**src/sv/fpr_pkg.sv**
```systemverilog
// Shared types and constants for the FIFO page replacement unit.
package fpr_pkg;

  localparam int MaxFramesDef = 16;
  localparam int PageW        = 8;
  localparam int SlotW        = 4;
  localparam int CountW       = 32;
  localparam int CfgW         = 5;
  localparam logic [CfgW-1:0] FramesReset = 5'd4;

  typedef enum logic {
    ST_IDLE,
    ST_FULL
  } fpr_state_e;

  typedef struct packed {
    logic capture;
  } fpr_cmd_t;

endpackage

```
**src/sv/fpr_ctrl.sv**
```systemverilog
// Handshake controller: owns item acceptance and the result-valid flag.
module fpr_ctrl
  import fpr_pkg::*;
(
  input  logic     clk_i,
  input  logic     rst_ni,
  input  logic     in_valid_i,
  output logic     in_ready_o,
  output logic     out_valid_o,
  input  logic     out_ready_i,
  output fpr_cmd_t cmd_o
);

  fpr_state_e state_q, state_d;

  always_ff @(posedge clk_i or negedge rst_ni) begin
    if (!rst_ni) begin
      state_q <= ST_IDLE;
    end else begin
      state_q <= state_d;
    end
  end

  always_comb begin
    state_d       = state_q;
    in_ready_o    = 1'b0;
    out_valid_o   = 1'b0;
    cmd_o.capture = 1'b0;
    case (state_q)
      ST_IDLE: begin
        in_ready_o    = 1'b1;
        cmd_o.capture = in_valid_i;
        if (in_valid_i) begin
          state_d = ST_FULL;
        end
      end
      ST_FULL: begin
        out_valid_o   = 1'b1;
        in_ready_o    = out_ready_i;
        cmd_o.capture = in_valid_i && out_ready_i;
        if (out_ready_i && !in_valid_i) begin
          state_d = ST_IDLE;
        end
      end
      default: begin
        state_d = ST_IDLE;
      end
    endcase
  end

  a_capture_gives_result: assert property (@(posedge clk_i) disable iff (!rst_ni)
    cmd_o.capture |=> out_valid_o)
    else $error("captured item produced no result");

  a_empty_is_ready: assert property (@(posedge clk_i) disable iff (!rst_ni)
    !out_valid_o |-> in_ready_o)
    else $error("empty result register but input stalled");

  a_no_overwrite: assert property (@(posedge clk_i) disable iff (!rst_ni)
    (out_valid_o && !out_ready_i) |-> !cmd_o.capture)
    else $error("pending result overwritten");

endmodule

```
**src/sv/fpr_datapath.sv**
```systemverilog
// Frame store, parallel lookup, FIFO pointer, fault counter and result register.
module fpr_datapath
  import fpr_pkg::*;
#(
  parameter int MaxFrames = MaxFramesDef
) (
  input  logic              clk_i,
  input  logic              rst_ni,
  input  fpr_cmd_t          cmd_i,
  input  logic              cfg_we_i,
  input  logic [CfgW-1:0]   cfg_data_i,
  input  logic [PageW-1:0]  page_ref_i,
  output logic              hit_o,
  output logic [SlotW-1:0]  slot_o,
  output logic              evicted_valid_o,
  output logic [PageW-1:0]  evicted_page_o,
  output logic [CountW-1:0] fault_total_o
);

  localparam int IdxW = (MaxFrames > 1) ? $clog2(MaxFrames) : 1;
  localparam int NumW = $clog2(MaxFrames + 1);

  logic [CfgW-1:0]      frames_q;
  logic [PageW-1:0]     pages_q [MaxFrames];
  logic [MaxFrames-1:0] valid_q;
  logic [CountW-1:0]    faults_q;
  logic [IdxW-1:0]      ptr_q, ptr_d;

  logic [NumW-1:0]      active;
  logic [MaxFrames-1:0] match;
  logic                 found;
  logic [IdxW-1:0]      hit_idx;
  logic [IdxW-1:0]      fill_idx;
  logic [IdxW-1:0]      where;
  logic [31:0]          where_ext;
  logic [31:0]          inc_ext;

  always_comb begin
    if (frames_q == '0) begin
      active = NumW'(1);
    end else if (32'(frames_q) > 32'(MaxFrames)) begin
      active = NumW'(MaxFrames);
    end else begin
      active = NumW'(frames_q);
    end
  end

  always_comb begin
    for (int k = 0; k < MaxFrames; k++) begin
      match[k] = valid_q[k] && (pages_q[k] == page_ref_i) && (32'(k) < 32'(active));
    end
  end

  always_comb begin
    found   = 1'b0;
    hit_idx = '0;
    for (int k = MaxFrames - 1; k >= 0; k--) begin
      if (match[k]) begin
        found   = 1'b1;
        hit_idx = IdxW'(k);
      end
    end
  end

  assign fill_idx  = (32'(ptr_q) >= 32'(active)) ? '0 : ptr_q;
  assign where     = found ? hit_idx : fill_idx;
  assign where_ext = 32'(where);
  assign inc_ext   = 32'(fill_idx) + 32'd1;

  always_comb begin
    ptr_d = ptr_q;
    if (cmd_i.capture && !found) begin
      ptr_d = (inc_ext >= 32'(active)) ? '0 : inc_ext[IdxW-1:0];
    end
  end

  always_ff @(posedge clk_i or negedge rst_ni) begin
    if (!rst_ni) begin
      frames_q <= FramesReset;
      valid_q  <= '0;
      faults_q <= '0;
      ptr_q    <= '0;
    end else begin
      if (cfg_we_i) begin
        frames_q <= cfg_data_i;
      end
      ptr_q <= ptr_d;
      if (cmd_i.capture && !found) begin
        valid_q[fill_idx] <= 1'b1;
        if (faults_q != '1) begin
          faults_q <= faults_q + CountW'(1);
        end
      end
    end
  end

  always_ff @(posedge clk_i) begin
    if (cmd_i.capture && !found) begin
      pages_q[fill_idx] <= page_ref_i;
    end
  end

  // Result register; fault count shown after this item's update.
  always_ff @(posedge clk_i) begin
    if (cmd_i.capture) begin
      hit_o           <= found;
      slot_o          <= where_ext[SlotW-1:0];
      evicted_valid_o <= !found && valid_q[fill_idx];
      evicted_page_o  <= (!found && valid_q[fill_idx]) ? pages_q[fill_idx] : '0;
      fault_total_o   <= (!found && faults_q != '1) ? faults_q + CountW'(1) : faults_q;
    end
  end

endmodule

```
**src/sv/fifo_page_replacement.sv**
```systemverilog
// FIFO page replacement unit: top level joining controller and datapath.
// Result valid in the cycle after an item is accepted. The single result register drains
// and refills in the same cycle, so one item per cycle is taken while out_ready_i is high.
// Reset: all frames invalid, fault count and fill pointer zero, frames_q set to 4.
// Frame contents are not reset; an invalid frame never matches and never reports an eviction.
module fifo_page_replacement
  import fpr_pkg::*;
#(
  parameter int MaxFrames = MaxFramesDef
) (
  input  logic              clk_i,
  input  logic              rst_ni,
  input  logic              cfg_we_i,
  input  logic [CfgW-1:0]   cfg_data_i,
  input  logic              in_valid_i,
  output logic              in_ready_o,
  input  logic [PageW-1:0]  page_ref_i,
  output logic              out_valid_o,
  input  logic              out_ready_i,
  output logic              hit_o,
  output logic [SlotW-1:0]  slot_o,
  output logic              evicted_valid_o,
  output logic [PageW-1:0]  evicted_page_o,
  output logic [CountW-1:0] fault_total_o
);

  fpr_cmd_t cmd;

  fpr_ctrl u_ctrl (
    .clk_i      (clk_i),
    .rst_ni     (rst_ni),
    .in_valid_i (in_valid_i),
    .in_ready_o (in_ready_o),
    .out_valid_o(out_valid_o),
    .out_ready_i(out_ready_i),
    .cmd_o      (cmd)
  );

  fpr_datapath #(
    .MaxFrames(MaxFrames)
  ) u_datapath (
    .clk_i          (clk_i),
    .rst_ni         (rst_ni),
    .cmd_i          (cmd),
    .cfg_we_i       (cfg_we_i),
    .cfg_data_i     (cfg_data_i),
    .page_ref_i     (page_ref_i),
    .hit_o          (hit_o),
    .slot_o         (slot_o),
    .evicted_valid_o(evicted_valid_o),
    .evicted_page_o (evicted_page_o),
    .fault_total_o  (fault_total_o)
  );

endmodule

```
**config.mk**
```make
export PLATFORM = sky130hd
export DESIGN_NAME = fifo_page_replacement
export DESIGN_NICKNAME = d
export VERILOG_FILES = /design/src/sv/fpr_pkg.sv /design/src/sv/fpr_ctrl.sv /design/src/sv/fpr_datapath.sv /design/src/sv/fifo_page_replacement.sv
export SDC_FILE = /design/constraint.sdc
export NUM_CORES = 1
export LEC_CHECK = 0
export BUFFER_PORTS_ARGS = -buffer_cell sky130_fd_sc_hd__buf_2
export CORE_MARGIN = 3
export CORE_UTILIZATION = 65
export DETAILED_ROUTE_END_ITERATION = 10
export HOLD_SLACK_MARGIN = 0.1
export PLACE_DENSITY_LB_ADDON = 0.25
export SYNTH_ARGS = -nofsm -noshare
export SYNTH_HDL_FRONTEND = slang
export SYNTH_SLANG_ARGS = --single-unit
```
**constraint.sdc**
```tcl
create_clock -name clk_i -period 6.5 [get_ports clk_i]
set_clock_uncertainty 0.15 [all_clocks]
set_input_delay 0.325 -clock clk_i [delete_from_list [all_inputs] [get_ports clk_i]]
set_output_delay 0.325 -clock clk_i [all_outputs]
set_load 0.05 [all_outputs]
```
Word level (Yosys, flattened, before mapping). Memories as Yosys holds them, arrays and structs flattened. A register that Yosys moved wholly into a read port is not among the register bits. Index checks and enable logic that the tools add are counted.

Register bits after elaboration: 96. Memory bits (writable): 128. Output and inout port bits: 48. Logic and storage cells: 145. Memories kept: 1.

Memory list: u_datapath.pages_q (words 16, width 8, rd ports 17, clocked after memory_dff 1, wr ports 1, RTL line fpr_datapath.sv:24) `logic [PageW-1:0] pages_q [MaxFrames];`.

Add/sub/neg operators: 2. Order comparisons: 21. Equal/unequal tests: 17. Mux-type cells: 50. Bitwise logic cells: 2. Reductions and logical operators: 43.

Operator list (count): equality test 8 bit (16); two-way mux 4 bit (19); less-than comparator 4 x 5 -> 1 bit, first input constant (8); logical AND 1 bit (38); adder 32 x 1 -> 32 bit, second input constant (1); greater-or-equal comparator 32 x 5 -> 1 bit (1); two-way mux 32 bit (1); != test 32 bit, second input constant (1); two-way mux 1 bit (23); less-than comparator 3 x 5 -> 1 bit, first input constant (4); bitwise OR 16 bit (1); less-than comparator 1 x 5 -> 1 bit, first input constant (2); less-than comparator 2 x 5 -> 1 bit, first input constant (2); two-way mux 5 bit (2); one-hot mux 1 bit (2 select lines) (3); adder 4 x 1 -> 5 bit, second input constant (1); greater-or-equal comparator 4 x 5 -> 1 bit (1); greater-than comparator 5 bit, second input constant (1); zero test 5 bit (1); less-than comparator 4 x 5 -> 1 bit, second input constant (1); binary-select mux 1 bit (select 4 bit) (1); demux 1 bit (select 4 bit) (1); greater-or-equal comparator 4 x 1 -> 1 bit, second input constant (1); zero test 1 bit (3); 2 further kinds (2).

Logic depth before layout (Yosys ltp). Gate-level depths: netlist of run 1.

Depth after elaboration: 25. Mapped depth: 21. Gate-level depth less buffers: 19.

Cells and area by module. A second synthesis of run 1 with hierarchy kept.

Cell total of the unflattened synthesis: 1042. Area, all modules: 12552.0 µm².

Modules (own cells, without submodules): fpr_datapath (times used 1, cells each 1038, area each 12498.2 µm²); fpr_ctrl (times used 1, cells each 4, area each 53.8 µm²).

Least setup slack after synthesis of run 1. OpenSTA, ideal clock, no wires.

Kind: flip-flop to flip-flop. From: reg u_datapath.frames_q[1]. To: reg u_datapath.ptr_q[2]. Library setup time: 0.085 ns. Data arrival time: 3.854 ns. Setup slack: 2.411 ns. Cell stages (with the launch flop): 22. Path buffers: 2. Clock period less this slack: 4.089 ns. Cells stage by stage: dfrtp_1 -> buf_2 -> or2_2 -> nor2_1 -> nor2_1 -> nor2_1 -> ha_1 -> nand2b_1 -> a21o_1 -> a211oi_1 -> or2_2 -> clkbuf_1 -> and2_1 -> ha_1 -> ha_1 -> a21o_1 -> a21oi_1 -> nor2b_1 -> o21ai_0 -> nand2b_1 -> nand2b_1 -> o21ai_0.

Longest elaborated chain between the ends: 23.

Ends and longest elaborated chain: start: declaration (RTL line fpr_datapath.sv:23) `logic [CfgW-1:0] frames_q;`; start signal: assignment (RTL line fpr_datapath.sv:79) `frames_q <= FramesReset;`; start signal: assignment (RTL line fpr_datapath.sv:85) `frames_q <= cfg_data_i;`; greater-than comparator 5 bit (RTL line fpr_datapath.sv:41) `end else if (32'(frames_q) > 32'(MaxFrames)) begin`; two-way mux 5 bit (RTL line fpr_datapath.sv:41); two-way mux 5 bit (*) (RTL line fpr_datapath.sv:39) `if (frames_q == '0) begin`; less-than comparator 4 x 5 -> 1 bit (RTL line fpr_datapath.sv:50) `match[k] = valid_q[k] && (pages_q[k] == page_ref_i) && (32'(k) < 32'(active));`; logical AND 1 bit (RTL line fpr_datapath.sv:50); two-way mux 1 bit (16 in a row) (RTL line fpr_datapath.sv:58) `if (match[k]) begin`; zero test 1 bit (RTL line fpr_datapath.sv:72) `if (cmd_i.capture && !found) begin`; logical AND 1 bit (RTL line fpr_datapath.sv:72); end signal: assignment (RTL line fpr_datapath.sv:87) `ptr_q <= ptr_d;`; end: declaration (RTL line fpr_datapath.sv:27) `logic [IdxW-1:0] ptr_q, ptr_d;`.

Every way passes the cells marked *; elsewhere a longest branch is shown, timed or not. A chain may end at the register's enable or synchronous reset.

Worst setup path after layout of run 1.
From: reg u_datapath.frames_q[1]. To: reg u_datapath.valid_q[8].

Longest elaborated chain between the ends: 23.

Ends and longest elaborated chain: greater-than comparator 5 bit (RTL line fpr_datapath.sv:41); two-way mux 5 bit (RTL line fpr_datapath.sv:41); two-way mux 5 bit (*) (RTL line fpr_datapath.sv:39); less-than comparator 4 x 5 -> 1 bit (RTL line fpr_datapath.sv:50); logical AND 1 bit (RTL line fpr_datapath.sv:50); two-way mux 1 bit (16 in a row) (RTL line fpr_datapath.sv:58); zero test 1 bit (RTL line fpr_datapath.sv:88) `if (cmd_i.capture && !found) begin`; logical AND 1 bit (RTL line fpr_datapath.sv:88); end signal: assignment (RTL line fpr_datapath.sv:80) `valid_q <= '0;`; end signal: indexed assignment (RTL line fpr_datapath.sv:89) `valid_q[fill_idx] <= 1'b1;`; end: declaration (RTL line fpr_datapath.sv:25) `logic [MaxFrames-1:0] valid_q;`.

Marked as above.

==> flow_summary_export.csv, run 1 <==
group,metric,value,unit
critical_path,crit_top_cell,"nor2_1",
timing,period_needed,4970,ps
route,route.vias.total,8178,
floorplanning,design.die.area,0.0195,sq mm
cells_and_area,area_growth,11.9,%
floorplanning,fp.dieW,140,um
floorplanning,pin_count,66,
global_route,grt_pass1_wl,44.9,mm
clock_network,clock-sinks,232,
clock_network,ctsHoldBuffers,16,
route,ant_nets,0,
route,via_per_inst,6.43,
clock_network,htree_levels,1,
timing,rsz0062_at_grt,"false",
critical_path,worstPathRequired,6750,ps
clock_network,cts_inserted_buffers,24,
synth,yosysMostFrequentCell,"edfxtp_1",
synth,ys_ff_latch,232,
cells_and_area,nFillCells,1143,
critical_path,start_kind,"flop",
clock_network,cts_setup_buffers,0,
placed_design,gp_congestion,1.00,
critical_path,worst_path_max_delay_cell,"clkinv_1",
clock_network,ctsRootBufferMaster,"clkbuf_16",
placed_design,dp_hpwl,18.8,mm
synth,synth_warnings,0,
critical_path,crit_arrival,5220,ps
global_route,antenna_found_initial,0,
timing,finalSetupViolCount,0,
run_status,status,"completed",
synth,syn-instance-count,971,
route,wl_per_cell,22.5,um
synth,synth_edf_count,174,
power_and_ir_drop,ir_drop,413,uV
synth,synth_top_area_share,0.450,
critical_path,crit_chain,"or2_2 > nor2_1 > nor2_1 > nor2_1 > ha_1 > nand2b_1 > a21o_1 > a211oi_1 > or2_2 > and2_1 > clkinv_1 > ha_1 > nand2_1 > nor2_1 > or2_2",
synth,ys_seq_area_frac,0.575,
cells_and_area,num_antenna_cells,0,
critical_path,cp_max_fo,28,
cells_and_area,utilization,0.746,
synth,syn_area_per_cell,12.0,sq um
global_route,grt-ovfl-total,0,
clock_network,cts_resized,0,
route,first_iter_violations,981,
critical_path,reg2reg_slack,1530,ps
timing,fmax,201,MHz
clock_network,cts_buffer_depth,3,
power_and_ir_drop,pwr_density_cell,357,mW/mm^2
route,drc_errors,0,
clock_network,clk_pin_slew_worst_paths,60,ps
timing,layout_setup_ws,1530,ps
floorplanning,start_util,0.666,
floorplanning,core_area,0.0174,sq mm
route,drt-total-wl,28.6,mm
timing,fin_tns_setup,0,ps
global_route,globalRouteTotalUtil,0.293,
timing,hold_slack,283,ps
placed_design,io_buffers,65,
clock_network,cts_tree,"yes",
timing,drv_slew,0,
synth,yosysTopAreaCell,"edfxtp_1",
timing,hold_violations,0,
synth,ys_types,58,
critical_path,cpPeakStageDelay,710,ps
global_route,grt_max_degree,59,
power_and_ir_drop,leakage,4.69,nW
floorplanning,rows,48,
synth,syn-num-nets,1003,
critical_path,crit_type,"reg2reg",
cells_and_area,nets,1062,
timing,relSlewSlack,0.380,
placed_design,pre_cts_slack,1730,ps
timing,fin_crit_sh,0.765,
route,firstDrtPassIters,6,
cells_and_area,drive_above_1_share,0.151,
critical_path,cp-end-kind,"flop",
synth,synth_common_cells,"174 x edfxtp_1, 138 x xnor2_1, 64 x nand2_1",
synth,async_flop_share,0.250,
synth,ys.flop_type,"edfxtp_1",
run,maxCapViolCount,0,
synth,synthTopCellsByArea,"edfxtp_1 45%, dfrtp_1 12%, xnor2_1 10%",
floorplanning,chipHeight,140,um
global_route,grt_pass1_vias,7916,
worst_hold_path,hp-class,"in2reg",
synth,synth_area,0.0116,sq mm
clock_network,clk_latency,530,ps
timing,worstMarginPinSlew,927,ps
## routing by layer
layer	global-route usage	routed length (um)
met4	0.0918	904
met2	0.427	12400
met3	0.0732	3160
met5	0	0
met1	0.440	12200
## layout by cell type, fill, tap and decap left out, types with 3 or more instances in the layout
| cell type | netlist | routed |
|---|---|---|
| nand4_1 | 43 | 43 |
| nand2b_1 | 8 | 8 |
| dlygate4sd3_1 | 0 | 16 |
| buf_4 | 2 | 6 |
| mux2_2 | 20 | 20 |
| o22ai_1 | 36 | 36 |
| o311ai_0 | 3 | 3 |
| or3_1 | 6 | 6 |
| edfxtp_1 | 174 | 174 |
| a21oi_1 | 16 | 16 |
| o31ai_1 | 3 | 3 |
| xor2_1 | 53 | 53 |
| mux2i_1 | 11 | 11 |
| clkbuf_16 | 0 | 25 |
| nor2b_1 | 9 | 9 |
| clkbuf_1 | 31 | 8 |
| bufinv_16 | 0 | 3 |
| buf_2 | 17 | 65 |
| dfrtp_1 | 57 | 56 |
| ha_1 | 14 | 14 |
| xnor2_1 | 138 | 138 |
| o31a_1 | 8 | 8 |
| clkinv_2 | 0 | 3 |
| nand3_1 | 24 | 24 |
| a22oi_1 | 8 | 8 |
| nor2_1 | 59 | 59 |
| nor3_1 | 19 | 19 |
| or4_1 | 6 | 6 |
| inv_1 | 8 | 8 |
| a31oi_1 | 11 | 11 |
| o21ai_0 | 25 | 25 |
| and3_1 | 9 | 9 |
| nand2_1 | 64 | 64 |
| or2_2 | 22 | 22 |
| a21o_1 | 3 | 3 |
| a211oi_1 | 10 | 10 |
| nor4_1 | 13 | 13 |
| inv_2 | 2 | 3 |
| and2_1 | 12 | 12 |
## final timing paths
check,startpoint,to,cells past startpoint
hold reg to reg,u_datapath.valid_q[10]$_DFFE_PN0P_,u_datapath.valid_q[10]$_DFFE_PN0P_,1
setup / recovery,u_datapath.frames_q[1]$_DFFE_PN0P_,u_datapath.valid_q[8]$_DFFE_PN0P_,15
max in group asynchronous,rst_ni,u_datapath.faults_q[1]$_DFFE_PN0P_,3
min in group asynchronous,rst_ni,u_datapath.valid_q[11]$_DFFE_PN0P_,3
hold / removal,out_ready_i,u_datapath.faults_q[19]$_DFFE_PN0P_,5
setup reg to reg,u_datapath.frames_q[1]$_DFFE_PN0P_,u_datapath.valid_q[8]$_DFFE_PN0P_,15
## registers in the layout, summed over array words and instances, names as in the netlist
name,flops
u_datapath.fault_total_o,32
u_datapath.slot_o,4
u_ctrl.state_q,1
u_datapath.hit_o,1
u_datapath.faults_q,32
u_datapath.pages_q,128
u_datapath.evicted_valid_o,1
u_datapath.evicted_page_o,8
u_datapath.frames_q,5
u_datapath.valid_q,16
u_datapath.ptr_q,4
## cell families (layout without fill, tap and decap cells)
logic type | Yosys count | after routing | share of synthesized area
flops | 232 | 232 | 0.575
xor+xnor | 191 | 191 | 0.144
simple gates | 302 | 302 | 0.136
buf+inv | 66 | 142 | 0.0239
fa+ha+maj | 14 | 14 | 0.0151
compound gates | 134 | 134 | 0.0751
mux | 32 | 32 | 0.0308
## critical path: cells and delay by family (launching register included)
kind,cells,cell delay (ps)
and+or+nand+nor,10,2170
AOI/OAI and AO/OA,2,570
adders and majority gates,2,770
buffers and inverters,1,710
DFF,1,490
## per-stage QoR
step	power (mW)	cell area, sq um	instances
detailed placement	3.20	12000	1213
CTS	4.61	13000	1272
floorplan	2.85	11600	971
global placement	3.19	12000	1213
finish	4.64	13000	1272
global route	4.82	13000	1272
## power breakdown
| group | internal, mW | switching (mW) |
|---|---|---|
| combinational | 0.446 | 0.861 |
| sequential | 1.79 | 0.145 |
| clock | 0.847 | 0.556 |
## cell type report
type | count | area (sq um) | share of cell area
flip-flops and latches | 232 | 6680 | 0.514
well taps | 225 | 282 | 0.0217
clock inverters | 8 | 121 | 0.00934
multi-input cells | 673 | 4650 | 0.358
repair buffers | 87 | 531 | 0.0408
clock buffers | 35 | 683 | 0.0526
inverters | 12 | 45.0 | 0.00347
Power figures use the tool's default switching activity.
==> inputs of run 2 (changes only) <==
--- a/config.mk
+++ b/config.mk
@@ -7,7 +7,7 @@
 export LEC_CHECK = 0
 export BUFFER_PORTS_ARGS = -buffer_cell sky130_fd_sc_hd__buf_2
 export CORE_MARGIN = 3
-export CORE_UTILIZATION = 65
+export CORE_UTILIZATION = 61
 export DETAILED_ROUTE_END_ITERATION = 10
 export HOLD_SLACK_MARGIN = 0.1
 export PLACE_DENSITY_LB_ADDON = 0.25
==> constraint.sdc (replaced) <==
create_clock -name clk_i -period 4.76 [get_ports clk_i]
set_clock_uncertainty 0.15 [all_clocks]
set_input_delay 0.238 -clock clk_i [delete_from_list [all_inputs] [get_ports clk_i]]
set_output_delay 0.238 -clock clk_i [all_outputs]
set_load 0.05 [all_outputs]
==> run 2 against run 1 <==
Against the previous run:
- sequential power grew 35%
- combinational power rose by 39%
- flip-flop and latch count stayed put
- largest power group unchanged
- worst setup slack lost 1000 ps
- first-iteration DRC count is 24% lower
- critical path type unchanged
- core utilization shrank 2.9 points
==> flow_summary_export.csv, run 2 (synthesized netlist as in run 1, its figures left out) <==
group,metric,value,unit
run_status,status,"completed",
critical_path,worst_path_max_delay_cell,"dfstp_2",
critical_path,cp-end-kind,"flop",
power_and_ir_drop,intPower,4.14,mW
global_route,grt_pass1_wl,44.4,mm
cells_and_area,design_area,0.0132,sq mm
cells_and_area,final_cell_mix,"174 x edfxtp_1, 138 x xnor2_1, 65 x buf_2",
critical_path,crit_type,"reg2reg",
cells_and_area,largest_reg_flops,128,
power_and_ir_drop,ir_drop,374,uV
power_and_ir_drop,leakage,4.81,nW
cells_and_area,area_growth,13.3,%
global_route,grt-ovfl-total,0,
route,first_iter_violations,749,
floorplanning,pin_count,66,
route,drc_errors,0,
critical_path,path_buf_inv,2,
clock_network,cts_buffer_depth,3,
floorplanning,design.die.area,0.0207,sq mm
route,route.vias.total,8152,
route,via_per_inst,6.26,
placed_design,dp_hpwl,19.4,mm
timing,fin_tns_setup,0,ps
run,maxCapViolCount,0,
power_and_ir_drop,comb_power_share,0.291,
power_and_ir_drop,clockPowerShare,0.292,
timing,period_needed,4230,ps
timing,fmax,236,MHz
critical_path,worstReg2RegStart,"u_datapath.frames_q[2]$_DFFE_PN1P_",
clock_network,htree_levels,1,
route,firstDrtPassIters,5,
critical_path,reg2reg_slack,530,ps
global_route,grt_max_degree,59,
critical_path,path_depth,16,
floorplanning,chipHeight,144,um
clock_network,clock-sinks,232,
cells_and_area,num_antenna_cells,0,
critical_path,start_kind,"flop",
power_and_ir_drop,seqPwrFrac,0.416,
cells_and_area,nets,1087,
power_and_ir_drop,p_sw_frac,0.338,
critical_path,crit_arrival,4400,ps
global_route,antenna_found_initial,0,
placed_design,io_buffers,65,
critical_path,crit_end,"u_datapath.evicted_page_o[3]$_SDFFCE_PN0P_",
clock_network,cts_tree,"yes",
power_and_ir_drop,power,6.25,mW
timing,worstMarginPinSlew,802,ps
timing,rsz0062_at_grt,"false",
timing,hold_violations,0,
power_and_ir_drop,pwr_density_cell,475,mW/mm^2
cells_and_area,drive_above_1_share,0.171,
clock_network,clk_latency,520,ps
floorplanning,start_util,0.633,
critical_path,crit_family,"simple AND/OR/NAND/NOR gates",
worst_hold_path,hp-class,"in2reg",
placed_design,dpl_cell_area,0.0122,sq mm
timing,finalSetupViolCount,0,
placed_design,gp_congestion,1.00,
global_route,grt_pass1_vias,8057,
floorplanning,rows,49,
critical_path,worstPathRequired,4930,ps
critical_path,cpPeakStageDelay,640,ps
critical_path,reg2reg_depth,16,
route,drt-total-wl,28.3,mm
critical_path,crit_top_cell,"nor2_1",
critical_path,regToRegEndpoint,"u_datapath.evicted_page_o[3]$_SDFFCE_PN0P_",
clock_network,ctsRootBufferMaster,"clkbuf_16",
route,wl_per_cell,21.7,um
cells_and_area,layout_commonest_cell,"edfxtp_1",
route,ant_nets,0,
clock_network,clk_pin_slew_worst_paths,60,ps
cells_and_area,top_register,"u_datapath.pages_q",
floorplanning,core_area,0.0183,sq mm
critical_path,crit_chain,"or2_2 > nor2_1 > nor2_1 > nor2_1 > ha_1 > nand2b_1 > a21o_1 > a211oi_2 > or2_2 > and2_1 > clkinv_1 > buf_4 > o22ai_1 > a311oi_1 > nand4_1 > a31oi_1",
timing,relSlewSlack,0.462,
placed_design,dp_cells,1239,
cells_and_area,biggestRegsByFlops,"u_datapath.pages_q: 128 flops, u_datapath.fault_total_o: 32 flops, u_datapath.faults_q: 32 flops",
cells_and_area,layoutNonFillerInstCount,1302,
floorplanning,fp.dieW,144,um
power_and_ir_drop,p_sw,2.11,mW
global_route,globalRouteTotalUtil,0.277,
critical_path,cp_max_fo,28,
clock_network,cts_inserted_buffers,25,
timing,drv_slew,0,
timing,fin_crit_sh,0.889,
critical_path,crit_start,"u_datapath.frames_q[2]$_DFFE_PN1P_",
## run 2: changes by cell type in the layout (fill, tap and decap cells not counted), sizes merged
cell,previous run,this run
buf,71,93
clkinv,5,15
clkbuf,35,28
dlygate4sd3,16,18
bufinv,3,2
## run 2: final cells by class
class	count	area, sq um
Clock buffer	28	637
Fill cell	1311	5180
Multi-Input combinational cell	673	4660
Inverter	12	45.0
Clock inverter	17	133
Tap cell	229	287
Sequential cell	232	6680
Timing Repair Buffer	111	716
## run 2: power groups by stage
stage	combinational, mW	sequential [mW]	clock, mW
final	1.82	2.60	1.83
after global routing	1.95	2.63	1.93
after CTS	1.79	2.60	1.85
after detailed placement	1.76	2.63	0
after global placement	1.75	2.63	0
after floorplan	1.06	2.83	0
## run 2: metal layers
metal	global-route usage	part of all wire	vias to the layer above
li1	-	-	3707
met1	0.386	0.41	3928
met2	0.440	0.46	419
met3	0.0376	0.076	98
met4	0.121	0.054	0
met5	0	0	-
## run 2: worst min path at each step
stage | to | cells after the start | startpoint | slack [ps]
final | u_datapath.pages_q[15][6]$_DFFE_PP_ | 1 | page_ref_i[6] | 140
after global routing | u_datapath.pages_q[15][6]$_DFFE_PP_ | 1 | page_ref_i[6] | 140
after CTS | u_datapath.pages_q[15][6]$_DFFE_PP_ | 1 | page_ref_i[6] | 130
after detailed placement | u_ctrl.state_q$_DFF_PN0_ | 2 | rst_ni | 300
after global placement | u_ctrl.state_q$_DFF_PN0_ | 2 | rst_ni | 300
after floorplan | u_ctrl.state_q$_DFF_PN0_ | 0 | rst_ni | -210
## run 2: worst register-to-register path: stages, from the launching register on
cell      delay (ps)
dfstp_2          640
or2_2            170
nor2_1            50
nor2_1           100
nor2_1            60
ha_1             280
nand2b_1         100
a21o_1           130
a211oi_2          90
or2_2            390
and2_1           230
clkinv_1          60
buf_4            320
o22ai_1          130
a311oi_1         270
nand4_1          470
a31oi_1          410
## run 2: what timing repair did
item	4_1_cts	5_1_grt
setup buffers	0	0
endpoints found under the hold margin	80	0
hold buffers	18	0
endpoints found under the setup margin	0	1
resized for setup	0	1
## run 2: metrics by stage
| step | util | setup slack [ps] | hold slack (ps) |
|---|---|---|---|
| after detailed placement | 0.665 | 517 | 302 |
| final | 0.717 | 527 | 138 |
| after CTS | 0.717 | 526 | 129 |
| after floorplan | - | 671 | -208 |
| after global routing | 0.717 | 141 | 140 |
| after global placement | 0.665 | 610 | 298 |
==> inputs of run 3 (changes only) <==
--- a/config.mk
+++ b/config.mk
@@ -5,9 +5,10 @@
 export SDC_FILE = /design/constraint.sdc
 export NUM_CORES = 1
 export LEC_CHECK = 0
+export ABC_AREA = 1
 export BUFFER_PORTS_ARGS = -buffer_cell sky130_fd_sc_hd__buf_2
 export CORE_MARGIN = 3
-export CORE_UTILIZATION = 61
+export CORE_UTILIZATION = 62
 export DETAILED_ROUTE_END_ITERATION = 10
 export HOLD_SLACK_MARGIN = 0.1
 export PLACE_DENSITY_LB_ADDON = 0.25
==> run 3 against run 2 <==
Against the previous run:
- routed wire length rose by 36%
- clock power rose by 9.8%
- register-to-register slack got worse by 110 ps
- via count rose by 45%
- fmax fell by 2.6%
- global-route usage rose by 4.6 points
- synthesized cell count rose by 73%
- worst setup slack got worse by 110 ps
- first-iteration DRC count rose by 83%
- largest cell class unchanged
==> flow_summary_export.csv, run 3 <==
group,metric,value,unit
power_and_ir_drop,pwr_density_cell,455,mW/mm^2
cells_and_area,biggestRegsByFlops,"u_datapath.pages_q: 128 flops, u_datapath.fault_total_o: 32 flops, u_datapath.faults_q: 32 flops",
timing,hold_violations,0,
critical_path,crit_type,"reg2reg",
power_and_ir_drop,ir_drop,332,uV
cells_and_area,layoutNonFillerInstCount,2040,
synth,ys_ff_latch,232,
run,maxCapViolCount,0,
critical_path,regToRegEndpoint,"u_datapath.pages_q[6][2]$_DFFE_PP_",
cells_and_area,top_register,"u_datapath.pages_q",
route,route.vias.total,11800,
synth,yosysTopAreaCell,"edfxtp_1",
worst_hold_path,hp-class,"in2reg",
route,ant_nets,0,
timing,fin_tns_setup,0,ps
route,wl_per_cell,18.9,um
synth,yosysMostFrequentCell,"nand2_1",
synth,synth_area,0.0135,sq mm
route,drc_errors,0,
floorplanning,chipHeight,153,um
placed_design,dp_hpwl,26.3,mm
cells_and_area,largest_reg_flops,128,
clock_network,cts_tree,"yes",
critical_path,cp-end-kind,"flop",
critical_path,crit_chain,"nor2_1 > a21oi_1 > or2_2 > inv_1 > ha_1 > nand2_1 > inv_1 > nand4_1 > nand3_4 > buf_4 > ha_1 > nand2_1 > nor2_1",
clock_network,cts_inserted_buffers,25,
synth,synth_edf_count,174,
cells_and_area,layout_commonest_cell,"nand2_1",
clock_network,clk_latency,540,ps
floorplanning,start_util,0.636,
floorplanning,pin_count,66,
clock_network,ctsRootBufferMaster,"clkbuf_16",
synth,async_flop_share,0.250,
critical_path,cpPeakStageDelay,600,ps
cells_and_area,num_antenna_cells,0,
global_route,globalRouteTotalUtil,0.323,
timing,worstMarginPinSlew,962,ps
cells_and_area,nets,1778,
timing,period_needed,4350,ps
clock_network,cts_buffer_depth,3,
synth,ys_seq_area_frac,0.496,
power_and_ir_drop,leakage,6.98,nW
timing,finalSetupViolCount,0,
timing,relSlewSlack,0.359,
cells_and_area,utilization,0.709,
global_route,grt_pass1_vias,11300,
synth,syn_area_per_cell,8.03,sq um
synth,syn-num-nets,1707,
floorplanning,core_area,0.0212,sq mm
timing,rsz0062_at_grt,"false",
synth,synth_common_cells,"620 x nand2_1, 174 x edfxtp_1, 157 x nor2_1",
critical_path,crit_start,"u_datapath.frames_q[2]$_DFFE_PN1P_",
cells_and_area,final_cell_mix,"620 x nand2_1, 174 x edfxtp_1, 157 x nor2_1",
clock_network,cts_setup_buffers,0,
synth,ys_types,45,
timing,fin_crit_sh,0.913,
floorplanning,fp.dieW,153,um
placed_design,gp_congestion,0.979,
floorplanning,design.die.area,0.0235,sq mm
critical_path,reg2reg_slack,410,ps
cells_and_area,area_growth,11.4,%
clock_network,clock-sinks,232,
placed_design,io_buffers,65,
cells_and_area,drive_above_1_share,0.103,
global_route,grt_pass1_wl,60.2,mm
critical_path,cp_max_fo,77,
critical_path,worstPathRequired,4790,ps
synth,synth_top_area_share,0.388,
global_route,grt_max_degree,80,
synth,ys.flop_type,"edfxtp_1",
placed_design,dp_cells,1968,
clock_network,clk_pin_slew_worst_paths,70,ps
route,drt-total-wl,38.5,mm
global_route,grt-ovfl-total,0,
route,first_iter_violations,1373,
critical_path,reg2reg_depth,13,
critical_path,start_kind,"flop",
floorplanning,rows,53,
synth,syn-instance-count,1675,
critical_path,crit_arrival,4370,ps
synth,synth_warnings,0,
route,firstDrtPassIters,6,
clock_network,htree_levels,1,
global_route,antenna_found_initial,0,
timing,drv_slew,0,
route,via_per_inst,5.81,
critical_path,worst_path_max_delay_cell,"buf_4",
run_status,status,"completed",
critical_path,crit_end,"u_datapath.pages_q[6][2]$_DFFE_PP_",
synth,synthTopCellsByArea,"edfxtp_1 39%, nand2_1 17%, dfrtp_1 11%",
critical_path,worstReg2RegStart,"u_datapath.frames_q[2]$_DFFE_PN1P_",
timing,fmax,230,MHz
-- run 3: cell count changes in the layout (fill, tap and decap cells not counted), moves of 37 or more --
| cell | before | now |
|---|---|---|
| inv_1 | 8 | 154 |
| nand2_1 | 64 | 620 |
| nand3_1 | 24 | 75 |
| nor2_1 | 59 | 157 |
| o21ai_0 | 25 | 63 |
| o21ai_1 | 1 | 38 |
| xnor2_1 | 138 | 27 |
-- run 3: metal layers --
layer,track usage,share of wire,vias to the layer above
met5,0,0,-
met4,0.168,0.059,0
met3,0.0597,0.11,156
met2,0.524,0.46,708
met1,0.415,0.37,5384
li1,-,-,5600
-- run 3: per-stage QoR --
stage                     power [mW]  setup slack [ps]  hold slack, ps  cell area [sq um]
after detailed placement        4.77               504             319              13900
after floorplan                 4.14              1090            -208              13500
after global routing            7.12               188             288              15000
after global placement          4.72               655             315              13900
after CTS                       6.78               515             250              15000
final                           6.82               414             260              15000
-- run 3: repair_timing --
item,4_1_cts,5_1_grt
hold buffers,26,0
resized for setup,0,0
hold endpoints to repair,126,0
-- run 3: critical path: cells and delay by family (launching register included) --
kind | cells | cell delay (ps)
buffers and inverters | 3 | 690
AND/OR/NAND/NOR | 7 | 1560
flip-flops | 1 | 590
AO/OA/AOI/OAI | 1 | 260
adder cells (fa/ha/maj) | 2 | 700
-- run 3: cells by family (layout without fill, tap and decap cells) --
| kind of cell | Yosys count | in the layout | synth area share |
|---|---|---|---|
| XOR/XNOR | 57 | 57 | 0.0371 |
| buffers and inverters | 248 | 338 | 0.0852 |
| AND/OR/NAND/NOR | 950 | 950 | 0.295 |
| adder cells (fa/ha/maj) | 14 | 14 | 0.0130 |
| AO/OA/AOI/OAI | 174 | 174 | 0.0738 |
| flip-flops | 232 | 232 | 0.496 |
-- run 3: final cells by class --
class,count,area [sq um]
Sequential cell,232,6680
Fill cell,1668,6160
Multi-Input combinational cell,1195,5650
Timing Repair Buffer,119,821
Clock buffer,34,679
Inverter,173,659
Tap cell,275,344
Clock inverter,12,163
-- run 3: power breakdown --
group          internal (mW)  leakage (nW)  switching (mW)
Combinational          0.635          4.24            1.61
Sequential              2.41          2.34           0.147
Clock                   1.21         0.408           0.797
Total                   4.26          6.98            2.55
-- run 3: worst min-delay path by stage --
stage / start / cells after the start / end / slack [ps]
after CTS: out_ready_i / 6 / u_datapath.valid_q[10]$_DFFE_PN0P_ / 250
final: out_ready_i / 6 / u_datapath.valid_q[3]$_DFFE_PN0P_ / 260
after floorplan: rst_ni / 0 / u_ctrl.state_q$_DFF_PN0_ / -210
after global placement: rst_ni / 2 / u_datapath.faults_q[28]$_DFFE_PN0P_ / 310
after detailed placement: rst_ni / 2 / u_datapath.faults_q[26]$_DFFE_PN0P_ / 320
after global routing: out_ready_i / 6 / u_datapath.valid_q[5]$_DFFE_PN0P_ / 290
